==> src/rtl/rrrl_pkg.sv <==
`timescale 1ns / 1ps

package rrrl_pkg;

    localparam int unsigned ID_W     = 6;
    localparam int unsigned FUNC_W   = 3;
    localparam int unsigned STATUS_W = 2;
    localparam int unsigned KIND_W   = 2;
    localparam int unsigned COUNT_W  = 7;

    // Request codes.
    localparam logic [FUNC_W-1:0] FUNC_ALLOC  = 3'd0;
    localparam logic [FUNC_W-1:0] FUNC_READY  = 3'd1;
    localparam logic [FUNC_W-1:0] FUNC_SLEEP  = 3'd2;
    localparam logic [FUNC_W-1:0] FUNC_DELETE = 3'd3;
    localparam logic [FUNC_W-1:0] FUNC_TICK   = 3'd4;

    // Result status codes.
    localparam logic [STATUS_W-1:0] STATUS_DONE    = 2'd0;
    localparam logic [STATUS_W-1:0] STATUS_IGNORED = 2'd1;
    localparam logic [STATUS_W-1:0] STATUS_NO_SLOT = 2'd2;

    // Context switch kinds.
    localparam logic [KIND_W-1:0] KIND_NONE    = 2'd0;
    localparam logic [KIND_W-1:0] KIND_SAVE    = 2'd1;
    localparam logic [KIND_W-1:0] KIND_NO_SAVE = 2'd2;

    typedef struct packed {
        logic [FUNC_W-1:0] func;
        logic [ID_W-1:0]   task_id;
    } req_t;

    typedef struct packed {
        logic [STATUS_W-1:0] status;
        logic [ID_W-1:0]     new_id;
        logic [ID_W-1:0]     previous_task;
        logic [ID_W-1:0]     current_task;
        logic [KIND_W-1:0]   switch_kind;
        logic [COUNT_W-1:0]  ready_count;
    } rsp_t;

    typedef struct packed {
        logic take_in;
        logic prev_rd;
        logic prev_cap;
        logic alloc_step;
        logic scan_step;
        logic remove;
        logic cur_rd;
        logic out_load;
    } dp_cmd_t;

    typedef struct packed {
        logic go_alloc;
        logic go_scan;
        logic alloc_done;
        logic scan_done;
        logic out_free;
    } dp_stat_t;

endpackage

==> src/rtl/rrrl_ram.sv <==
`timescale 1ns / 1ps

module rrrl_ram #(
    parameter int unsigned WIDTH = 6,
    parameter int unsigned DEPTH = 64
) (
    input  logic                                      aclk,
    input  logic                                      wr_en,
    input  logic [((DEPTH > 1) ? $clog2(DEPTH) : 1)-1:0] wr_addr,
    input  logic [WIDTH-1:0]                          wr_data,
    input  logic                                      rd_en,
    input  logic [((DEPTH > 1) ? $clog2(DEPTH) : 1)-1:0] rd_addr,
    output logic [WIDTH-1:0]                          rd_data
);

    logic [WIDTH-1:0] mem_reg [DEPTH];

    always_ff @(posedge aclk) begin
        if (wr_en) begin
            mem_reg[wr_addr] <= wr_data;
        end
        if (rd_en) begin
            rd_data <= mem_reg[rd_addr];
        end
    end

endmodule

==> src/rtl/rrrl_ctrl.sv <==
`timescale 1ns / 1ps

module rrrl_ctrl (
    input  logic               aclk,
    input  logic               aresetn,
    input  logic               s_valid,
    output logic               s_ready,
    input  rrrl_pkg::dp_stat_t stat,
    output rrrl_pkg::dp_cmd_t  cmd
);

    typedef enum logic [7:0] {
        ST_IDLE    = 8'b0000_0001,
        ST_PREV    = 8'b0000_0010,
        ST_PREVCAP = 8'b0000_0100,
        ST_ALLOC   = 8'b0000_1000,
        ST_SCAN    = 8'b0001_0000,
        ST_REMOVE  = 8'b0010_0000,
        ST_CUR     = 8'b0100_0000,
        ST_CURCAP  = 8'b1000_0000
    } state_t;

    state_t state_reg, state_next;

    always_ff @(posedge aclk) begin
        if (!aresetn) begin
            state_reg <= ST_IDLE;
        end else begin
            state_reg <= state_next;
        end
    end

    assign s_ready = (state_reg == ST_IDLE);

    always_comb begin
        state_next = state_reg;
        cmd        = '0;
        unique case (state_reg)
            ST_IDLE: begin
                if (s_valid) begin
                    cmd.take_in = 1'b1;
                    state_next  = ST_PREV;
                end
            end
            ST_PREV: begin
                cmd.prev_rd = 1'b1;
                state_next  = ST_PREVCAP;
            end
            ST_PREVCAP: begin
                cmd.prev_cap = 1'b1;
                priority if (stat.go_alloc) begin
                    state_next = ST_ALLOC;
                end else if (stat.go_scan) begin
                    state_next = ST_SCAN;
                end else begin
                    state_next = ST_CUR;
                end
            end
            ST_ALLOC: begin
                cmd.alloc_step = 1'b1;
                if (stat.alloc_done) begin
                    state_next = ST_CUR;
                end
            end
            ST_SCAN: begin
                cmd.scan_step = 1'b1;
                if (stat.scan_done) begin
                    state_next = ST_REMOVE;
                end
            end
            ST_REMOVE: begin
                cmd.remove = 1'b1;
                state_next = ST_CUR;
            end
            ST_CUR: begin
                cmd.cur_rd = 1'b1;
                state_next = ST_CURCAP;
            end
            ST_CURCAP: begin
                // The read data of the list RAM holds until the result register is free.
                if (stat.out_free) begin
                    cmd.out_load = 1'b1;
                    state_next   = ST_IDLE;
                end
            end
            default: begin
                state_next = ST_IDLE;
            end
        endcase
    end

endmodule

==> src/rtl/rrrl_dpath.sv <==
`timescale 1ns / 1ps

module rrrl_dpath #(
    parameter int unsigned TASK_SLOTS = 64
) (
    input  logic               aclk,
    input  logic               aresetn,
    input  rrrl_pkg::req_t     s_data,
    input  rrrl_pkg::dp_cmd_t  cmd,
    output rrrl_pkg::dp_stat_t stat,
    output logic               m_valid,
    input  logic               m_ready,
    output rrrl_pkg::rsp_t     m_data
);

    localparam int unsigned IW = $clog2(TASK_SLOTS);
    localparam int unsigned TW = $clog2(TASK_SLOTS + 1);

    rrrl_pkg::req_t                    req_reg, req_next;
    logic [TASK_SLOTS-1:0]             used_reg, used_next;
    logic [TASK_SLOTS-1:0]             ready_reg, ready_next;
    logic [TW-1:0]                     total_reg, total_next;
    logic [IW-1:0]                     cur_reg, cur_next;
    logic [TW-1:0]                     cnt_reg, cnt_next;
    logic                              pend_reg, pend_next;
    logic [IW-1:0]                     addr_q_reg, addr_q_next;
    logic                              found_reg, found_next;
    logic [IW-1:0]                     pos_reg, pos_next;
    logic [rrrl_pkg::STATUS_W-1:0]     status_reg, status_next;
    logic [rrrl_pkg::ID_W-1:0]         new_id_reg, new_id_next;
    logic [rrrl_pkg::ID_W-1:0]         prev_reg, prev_next;
    logic [rrrl_pkg::KIND_W-1:0]       kind_reg, kind_next;
    rrrl_pkg::rsp_t                    out_reg, out_next;
    logic                              m_valid_reg, m_valid_next;

    logic                              id_ok;
    logic [IW-1:0]                     id_idx;
    logic [IW-1:0]                     cnt_idx;
    logic                              id_ready;
    logic                              ready_ok;
    logic                              remove_ok;
    logic                              is_remove;
    logic                              alloc_free;
    logic [TW-1:0]                     cur_ext;
    logic [TW-1:0]                     cur_inc;
    logic [TW-1:0]                     new_total;
    logic [rrrl_pkg::ID_W-1:0]         running;
    logic                              scan_issue;
    logic                              scan_move;

    logic                              ram_wr_en;
    logic [IW-1:0]                     ram_wr_addr;
    logic [rrrl_pkg::ID_W-1:0]         ram_wr_data;
    logic                              ram_rd_en;
    logic [IW-1:0]                     ram_rd_addr;
    logic [rrrl_pkg::ID_W-1:0]         ram_rd_data;

    assign id_ok      = int'(req_reg.task_id) < TASK_SLOTS;
    assign id_idx     = IW'(req_reg.task_id);
    assign cnt_idx    = cnt_reg[IW-1:0];
    assign id_ready   = id_ok && ready_reg[id_idx];
    assign ready_ok   = id_ok && !id_ready && (total_reg != TW'(TASK_SLOTS));
    assign remove_ok  = id_ready;
    assign is_remove  = (req_reg.func == rrrl_pkg::FUNC_SLEEP) ||
                        (req_reg.func == rrrl_pkg::FUNC_DELETE);
    assign alloc_free = !used_reg[cnt_idx];
    assign cur_ext    = TW'(cur_reg);
    assign cur_inc    = cur_ext + TW'(1);
    assign new_total  = total_reg - TW'(1);

    // Task at the current index, or zero when the list is empty.
    assign running = ((total_reg == '0) || (cur_ext >= total_reg)) ? '0 : ram_rd_data;

    // The removal pass reads entry i while moving entry i-1 into slot i-2 once the target is found.
    assign scan_issue = cmd.scan_step && (cnt_reg < total_reg);
    assign scan_move  = cmd.scan_step && pend_reg && found_reg;

    assign ram_rd_en   = cmd.prev_rd || cmd.cur_rd || scan_issue;
    assign ram_rd_addr = scan_issue ? cnt_idx : cur_reg;
    assign ram_wr_en   = scan_move ||
                         (cmd.prev_cap && (req_reg.func == rrrl_pkg::FUNC_READY) && ready_ok);
    assign ram_wr_addr = scan_move ? (addr_q_reg - IW'(1)) : total_reg[IW-1:0];
    assign ram_wr_data = scan_move ? ram_rd_data : req_reg.task_id;

    rrrl_ram #(
        .WIDTH (rrrl_pkg::ID_W),
        .DEPTH (TASK_SLOTS)
    ) u_list_ram (
        .aclk    (aclk),
        .wr_en   (ram_wr_en),
        .wr_addr (ram_wr_addr),
        .wr_data (ram_wr_data),
        .rd_en   (ram_rd_en),
        .rd_addr (ram_rd_addr),
        .rd_data (ram_rd_data)
    );

    assign stat.go_alloc   = (req_reg.func == rrrl_pkg::FUNC_ALLOC);
    assign stat.go_scan    = is_remove && remove_ok;
    assign stat.alloc_done = alloc_free || (cnt_reg == TW'(TASK_SLOTS - 1));
    assign stat.scan_done  = !pend_reg && (cnt_reg >= total_reg);
    assign stat.out_free   = !m_valid_reg || m_ready;

    always_comb begin
        req_next     = req_reg;
        used_next    = used_reg;
        ready_next   = ready_reg;
        total_next   = total_reg;
        cur_next     = cur_reg;
        cnt_next     = cnt_reg;
        pend_next    = pend_reg;
        addr_q_next  = addr_q_reg;
        found_next   = found_reg;
        pos_next     = pos_reg;
        status_next  = status_reg;
        new_id_next  = new_id_reg;
        prev_next    = prev_reg;
        kind_next    = kind_reg;
        out_next     = out_reg;
        m_valid_next = m_valid_reg;

        if (cmd.take_in) begin
            req_next = s_data;
        end

        if (cmd.prev_cap) begin
            prev_next   = running;
            status_next = rrrl_pkg::STATUS_DONE;
            new_id_next = '0;
            kind_next   = rrrl_pkg::KIND_NONE;
            cnt_next    = '0;
            pend_next   = 1'b0;
            found_next  = 1'b0;
            unique case (req_reg.func)
                rrrl_pkg::FUNC_ALLOC: begin
                    status_next = rrrl_pkg::STATUS_NO_SLOT;
                end
                rrrl_pkg::FUNC_READY: begin
                    if (ready_ok) begin
                        used_next[id_idx]  = 1'b1;
                        ready_next[id_idx] = 1'b1;
                        total_next         = total_reg + TW'(1);
                    end else begin
                        status_next = rrrl_pkg::STATUS_IGNORED;
                    end
                end
                rrrl_pkg::FUNC_SLEEP, rrrl_pkg::FUNC_DELETE: begin
                    if (remove_ok) begin
                        ready_next[id_idx] = 1'b0;
                        used_next[id_idx]  = (req_reg.func == rrrl_pkg::FUNC_SLEEP);
                    end else begin
                        status_next = rrrl_pkg::STATUS_IGNORED;
                    end
                end
                rrrl_pkg::FUNC_TICK: begin
                    if (total_reg > TW'(1)) begin
                        cur_next  = (cur_inc >= total_reg) ? '0 : cur_inc[IW-1:0];
                        kind_next = rrrl_pkg::KIND_SAVE;
                    end
                end
                default: begin
                end
            endcase
        end

        if (cmd.alloc_step) begin
            if (alloc_free) begin
                used_next[cnt_idx] = 1'b1;
                new_id_next        = 6'(cnt_reg);
                status_next        = rrrl_pkg::STATUS_DONE;
            end else begin
                cnt_next = cnt_reg + TW'(1);
            end
        end

        if (cmd.scan_step) begin
            if (pend_reg && !found_reg && (ram_rd_data == req_reg.task_id)) begin
                found_next = 1'b1;
                pos_next   = addr_q_reg;
            end
            if (scan_issue) begin
                cnt_next    = cnt_reg + TW'(1);
                addr_q_next = cnt_idx;
                pend_next   = 1'b1;
            end else begin
                pend_next = 1'b0;
            end
        end

        if (cmd.remove && found_reg) begin
            total_next = new_total;
            if (cur_reg > pos_reg) begin
                cur_next = cur_reg - IW'(1);
            end else if (cur_reg == pos_reg) begin
                // The entry that slid into place becomes current.
                if (cur_ext >= new_total) begin
                    cur_next = '0;
                end
                if (new_total != '0) begin
                    kind_next = (req_reg.func == rrrl_pkg::FUNC_SLEEP) ?
                                rrrl_pkg::KIND_SAVE : rrrl_pkg::KIND_NO_SAVE;
                end
            end
        end

        if (cmd.out_load) begin
            out_next.status        = status_reg;
            out_next.new_id        = new_id_reg;
            out_next.previous_task = prev_reg;
            out_next.current_task  = running;
            out_next.switch_kind   = kind_reg;
            out_next.ready_count   = 7'(total_reg);
            m_valid_next           = 1'b1;
        end else if (m_ready) begin
            m_valid_next = 1'b0;
        end
    end

    always_ff @(posedge aclk) begin
        if (!aresetn) begin
            used_reg    <= '0;
            ready_reg   <= '0;
            total_reg   <= '0;
            cur_reg     <= '0;
            pend_reg    <= 1'b0;
            found_reg   <= 1'b0;
            m_valid_reg <= 1'b0;
        end else begin
            used_reg    <= used_next;
            ready_reg   <= ready_next;
            total_reg   <= total_next;
            cur_reg     <= cur_next;
            pend_reg    <= pend_next;
            found_reg   <= found_next;
            m_valid_reg <= m_valid_next;
        end
    end

    always_ff @(posedge aclk) begin
        req_reg    <= req_next;
        cnt_reg    <= cnt_next;
        addr_q_reg <= addr_q_next;
        pos_reg    <= pos_next;
        status_reg <= status_next;
        new_id_reg <= new_id_next;
        prev_reg   <= prev_next;
        kind_reg   <= kind_next;
        out_reg    <= out_next;
    end

    assign m_valid = m_valid_reg;
    assign m_data  = out_reg;

endmodule

==> src/rtl/round_robin_ready_list_unit.sv <==
`timescale 1ns / 1ps

// Round-robin ready list: keeps the free/created/ready state of TASK_SLOTS task slots in
// flip-flops cleared by reset, and the ordered ready list in a single-port-per-side RAM,
// so no clearing pass is needed after reset. One request is handled at a time; s_ready is
// high only while the unit is idle, and a finished result waits in the output register
// while the next request is taken. A make-ready, tick, unknown or ignored request passes
// through the previous-task read and capture, the current-task read and the result load.
// An allocate adds a search of up to TASK_SLOTS slots, one slot a cycle. A sleep or
// delete adds a pass over the ready list: the list RAM is searched and compacted in one
// pass, one entry per cycle, reading entry i while moving entry i-1 into slot i-2.
module round_robin_ready_list_unit #(
    parameter int unsigned TASK_SLOTS = 64
) (
    input  logic           aclk,
    input  logic           aresetn,
    input  logic           s_valid,
    output logic           s_ready,
    input  rrrl_pkg::req_t s_data,
    output logic           m_valid,
    input  logic           m_ready,
    output rrrl_pkg::rsp_t m_data
);

    rrrl_pkg::dp_cmd_t  cmd;
    rrrl_pkg::dp_stat_t stat;

    rrrl_ctrl u_ctrl (
        .aclk    (aclk),
        .aresetn (aresetn),
        .s_valid (s_valid),
        .s_ready (s_ready),
        .stat    (stat),
        .cmd     (cmd)
    );

    rrrl_dpath #(
        .TASK_SLOTS (TASK_SLOTS)
    ) u_dpath (
        .aclk    (aclk),
        .aresetn (aresetn),
        .s_data  (s_data),
        .cmd     (cmd),
        .stat    (stat),
        .m_valid (m_valid),
        .m_ready (m_ready),
        .m_data  (m_data)
    );

endmodule

==> config.mk <==
export PLATFORM = sky130hd
export DESIGN_NAME = round_robin_ready_list_unit
export DESIGN_NICKNAME = d
export VERILOG_FILES = /design/src/rtl/rrrl_pkg.sv /design/src/rtl/rrrl_ram.sv /design/src/rtl/rrrl_ctrl.sv /design/src/rtl/rrrl_dpath.sv /design/src/rtl/round_robin_ready_list_unit.sv
export SDC_FILE = /design/constraint.sdc
export NUM_CORES = 1
export LEC_CHECK = 0
export BUFFER_PORTS_ARGS = -buffer_cell sky130_fd_sc_hd__buf_2
export CAP_MARGIN = 5
export CORE_MARGIN = 5
export CORE_UTILIZATION = 35
export CTS_CLUSTER_DIAMETER = 120
export DETAILED_ROUTE_END_ITERATION = 6
export HOLD_SLACK_MARGIN = 0.12
export PLACE_DENSITY = 0.57
export SLEW_MARGIN = 25
export SYNTH_ARGS = -nofsm -noshare
export SYNTH_HDL_FRONTEND = slang
export SYNTH_SLANG_ARGS = --single-unit
==> constraint.sdc <==
create_clock -name aclk -period 7.1 [get_ports aclk]
set_input_delay 0.355 -clock aclk [delete_from_list [all_inputs] [get_ports aclk]]
set_output_delay 0.355 -clock aclk [all_outputs]
set_load 0.01 [all_outputs]
==> flow_metrics.tcl <==
set metrics [dict create \
    status "complete, no violations" \
    start_util 0.3523 \
    drtAntennaViolNets 0 \
    antenna_found_initial 0 \
    ys_ff_latch 615 \
    grt_first_pass_wirelength_um 122900 \
    synth-adder-area-share 0.01791 \
    critPathCaptureType "flip-flop" \
    path_buf_inv 3 \
    cp_num_cells 12 \
    cts-root-buf "clkbuf_16" \
    final_cell_mix "nand2_1 (512), edfxtp_1 (446), nor2_1 (171)" \
    syn_avg_cell_area_um2 10.94 \
    die_area_mm2 0.08352 \
    n_fill_cell 7422 \
    async_flop_share 0 \
    grt_pass1_vias 19970 \
    rrSetupSlack_ns 1.44 \
    leakage_nw 10.37 \
    die_x_um 289.0 \
    vdd_drop_max_mv 0.1596 \
    critPathMaxFanout 21 \
    syn_area_mm2 0.02724 \
    drt_iter0_markers 2275 \
    h-tree-depth 3 \
    worstSetupPathType "reg2reg" \
    required_ns 7.34 \
    gp_congestion 0.8849 \
    synthXorXnorAreaFrac 0.009002 \
    layout_min_cycle_time_ns 5.662 \
    max_stage_delay_ns 0.93 \
    final_common_cell "nand2_1" \
    place_area_mm2 0.02850 \
    rsz0062_at_grt "false" \
    crit_family "compound AO/OA/AOI/OAI gates" \
    arrival_ns 5.90 \
    synth-simple-area-share 0.1715 \
    fmax_ghz 0.1766 \
    min_path_type "in2reg" \
    viasPerCell 5.672 \
    cts-resized-gates 0 \
    reg2reg_depth 12 \
    path_common_cell "buf_4" \
    synth_edf_count 446 \
    drv_slew 0 \
    design_area_mm2 0.03080 \
    grt_max_degree 175 \
    endpoint "u_dpath.u_list_ram.mem_reg[0][2]$_DFFE_PP_" \
    relSlewSlack 0.2275 \
    maxCapViolations 0 \
    drive_gt1_frac 0.1044 \
    finalSetupViolations 0 \
    die_h_um 289.0 \
    io_buffers 43 \
    clock_latency_ns 0.62 \
    clock_skew_ns 0.04014 \
    r2r-end "u_dpath.u_list_ram.mem_reg[0][2]$_DFFE_PP_" \
    synth_nets 2542 \
    synth.distinct_cells 70 \
    dp_hpwl_um 52640 \
    io_pins 44 \
    grt_use_total 0.1912 \
    ys.flop_type "edfxtp_1" \
    wl_um 81750 \
    overflow 0 \
    synth_seq_area_share 0.6158 \
    crit_start "u_dpath.id_idx[2]$_DFFE_PP_" \
    hold_violations 0 \
    finalCritPeriodShare 0.7975 \
    numCtsBuffers 69 \
    start_kind "flip-flop" \
    num_rows 102 \
    diodes 0 \
    clockBufferDepth 3 \
    worst_slew_pin_slew_ns 1.147 \
    cts_tree "yes" \
    synth_top_family_by_area "simple AND/OR/NAND/NOR gates" \
    cpMaxStageDelayCell "edfxtp_1" \
    tns_ns 0 \
    p_per_area_mw_per_mm2 261.8 \
    yosys_warnings 0 \
    firstDrtPassIters 6 \
    path_cells "buf_4 > mux2_2 > a221oi_1 > a21oi_1 > o311a_1 > nor4b_4 > buf_4 > nand3_1 > buf_4 > o21ai_0 > nand2_1 > nor2_1" \
    fin_total_pwr_mw 8.066 \
    synthCells 2490 \
    clock-sinks 615 \
    synth_compound_area_frac 0.1261 \
    drc 0 \
    rr_startpoint "u_dpath.id_idx[2]$_DFFE_PP_" \
    syn2layout_area_growth_pct 13.07 \
    muxShareOfSynthArea 0.02994 \
    nNetsFinal 2548 \
    clk_pin_slew_worst_paths_ns 0.06 \
    num_vias 20360 \
    post_drt_wl_per_cell_um 22.78 \
    core_mm2 0.07734 \
]
worst min-delay path, cell delays in order:
cell and delay, ns:
buf_4 0.23, o21ai_0 0.12, nor2_1 0.04
timing repair:
item | CTS | global route
hold buffers | 11 | 0
endpoints found under the hold margin | 12 | 0
setup buffers | 0 | 0
endpoints found under the setup margin | 0 | 0
final cells by class:
class | count | area (um2) | share of cell area
repair buffers | 92 | 641.9 | 0.02084
clock inverters | 35 | 296.5 | 0.009626
multi-input cells | 1679 | 9747 | 0.3164
clock buffers | 89 | 1896 | 0.06154
well taps | 1040 | 1301 | 0.04224
inverters | 39 | 146.4 | 0.004752
flip-flops and latches | 615 | 16780 | 0.5446
cell families (layout without fill, tap and decap cells):
family                     Yosys count  in the layout
muxes                               64             64
xor gates and xnor gates            28             28
adders and majority gates           39             39
AOI/OAI and AO/OA                  505            505
DFF                                615            615
and+or+nand+nor                   1043           1043
buffers and inverters              196            255
power breakdown:
part	internal, mW	total [mW]	switching (mW)
Sequential	3.96	4.02	0.0564
Clock	2.04	3.48	1.44
Combinational	0.125	0.571	0.446
stage by stage:
step | instances | setup slack [ns] | hold WS (ns) | utilization
2_1_floorplan | 2490 | 3.468 | 0.4003 | -
3_3_place_gp | 3454 | 1.747 | 0.4056 | 0.3685
3_5_place_dp | 3454 | 1.693 | 0.4057 | 0.3685
4_1_cts | 3589 | 1.667 | 0.1417 | 0.3982
5_1_grt | 3589 | 1.314 | 0.1939 | 0.3983
6_report | 3589 | 1.438 | 0.1740 | 0.3983
synthesized netlist by cell type, types with 32 or more instances:
cell / instances / area [um2]
a31oi_1: 43 / 269.0
buf_2: 36 / 180.2
o21ai_0: 80 / 400.4
a21oi_1: 120 / 600.6
clkbuf_1: 112 / 420.4
nor3_1: 60 / 300.3
nand3_1: 141 / 705.7
nand2_1: 512 / 1922
edfxtp_1: 446 / 13390
a221oi_1: 33 / 289.0
nand4_1: 34 / 212.7
mux2i_1: 35 / 350.3
a21boi_0: 40 / 300.3
o22ai_1: 40 / 250.2
dfxtp_1: 169 / 3383
o221a_2: 32 / 360.4
ha_1: 39 / 488.0
inv_1: 36 / 135.1
nor2_1: 172 / 645.6
worst min path at each step:
stage               depth (start not counted)                           end                     startpoint
floorplan                                   0  u_dpath.m_data[15]$_DFFE_PP_  u_dpath.prev_reg[0]$_DFFE_PP_
global placement                            0  u_dpath.m_data[20]$_DFFE_PP_  u_dpath.prev_reg[5]$_DFFE_PP_
detailed placement                          0  u_dpath.m_data[17]$_DFFE_PP_  u_dpath.prev_reg[2]$_DFFE_PP_
CTS                                         3                     flip-flop                        aresetn
global route                                3                     flip-flop                        aresetn
finish                                      3                     flip-flop                        aresetn
metal layers:
layer | track usage | vias to the layer above | part of all wire | routed length, um
met5 | 0 | - | 0 | 0
met4 | 0.06673 | 0 | 0.035 | 2860
met2 | 0.3094 | 929 | 0.46 | 37670
met3 | 0.03533 | 175 | 0.082 | 6694
li1 | - | 9223 | - | -
met1 | 0.2596 | 10030 | 0.42 | 34530
Note: power is estimated with default switching activity, not from simulation.
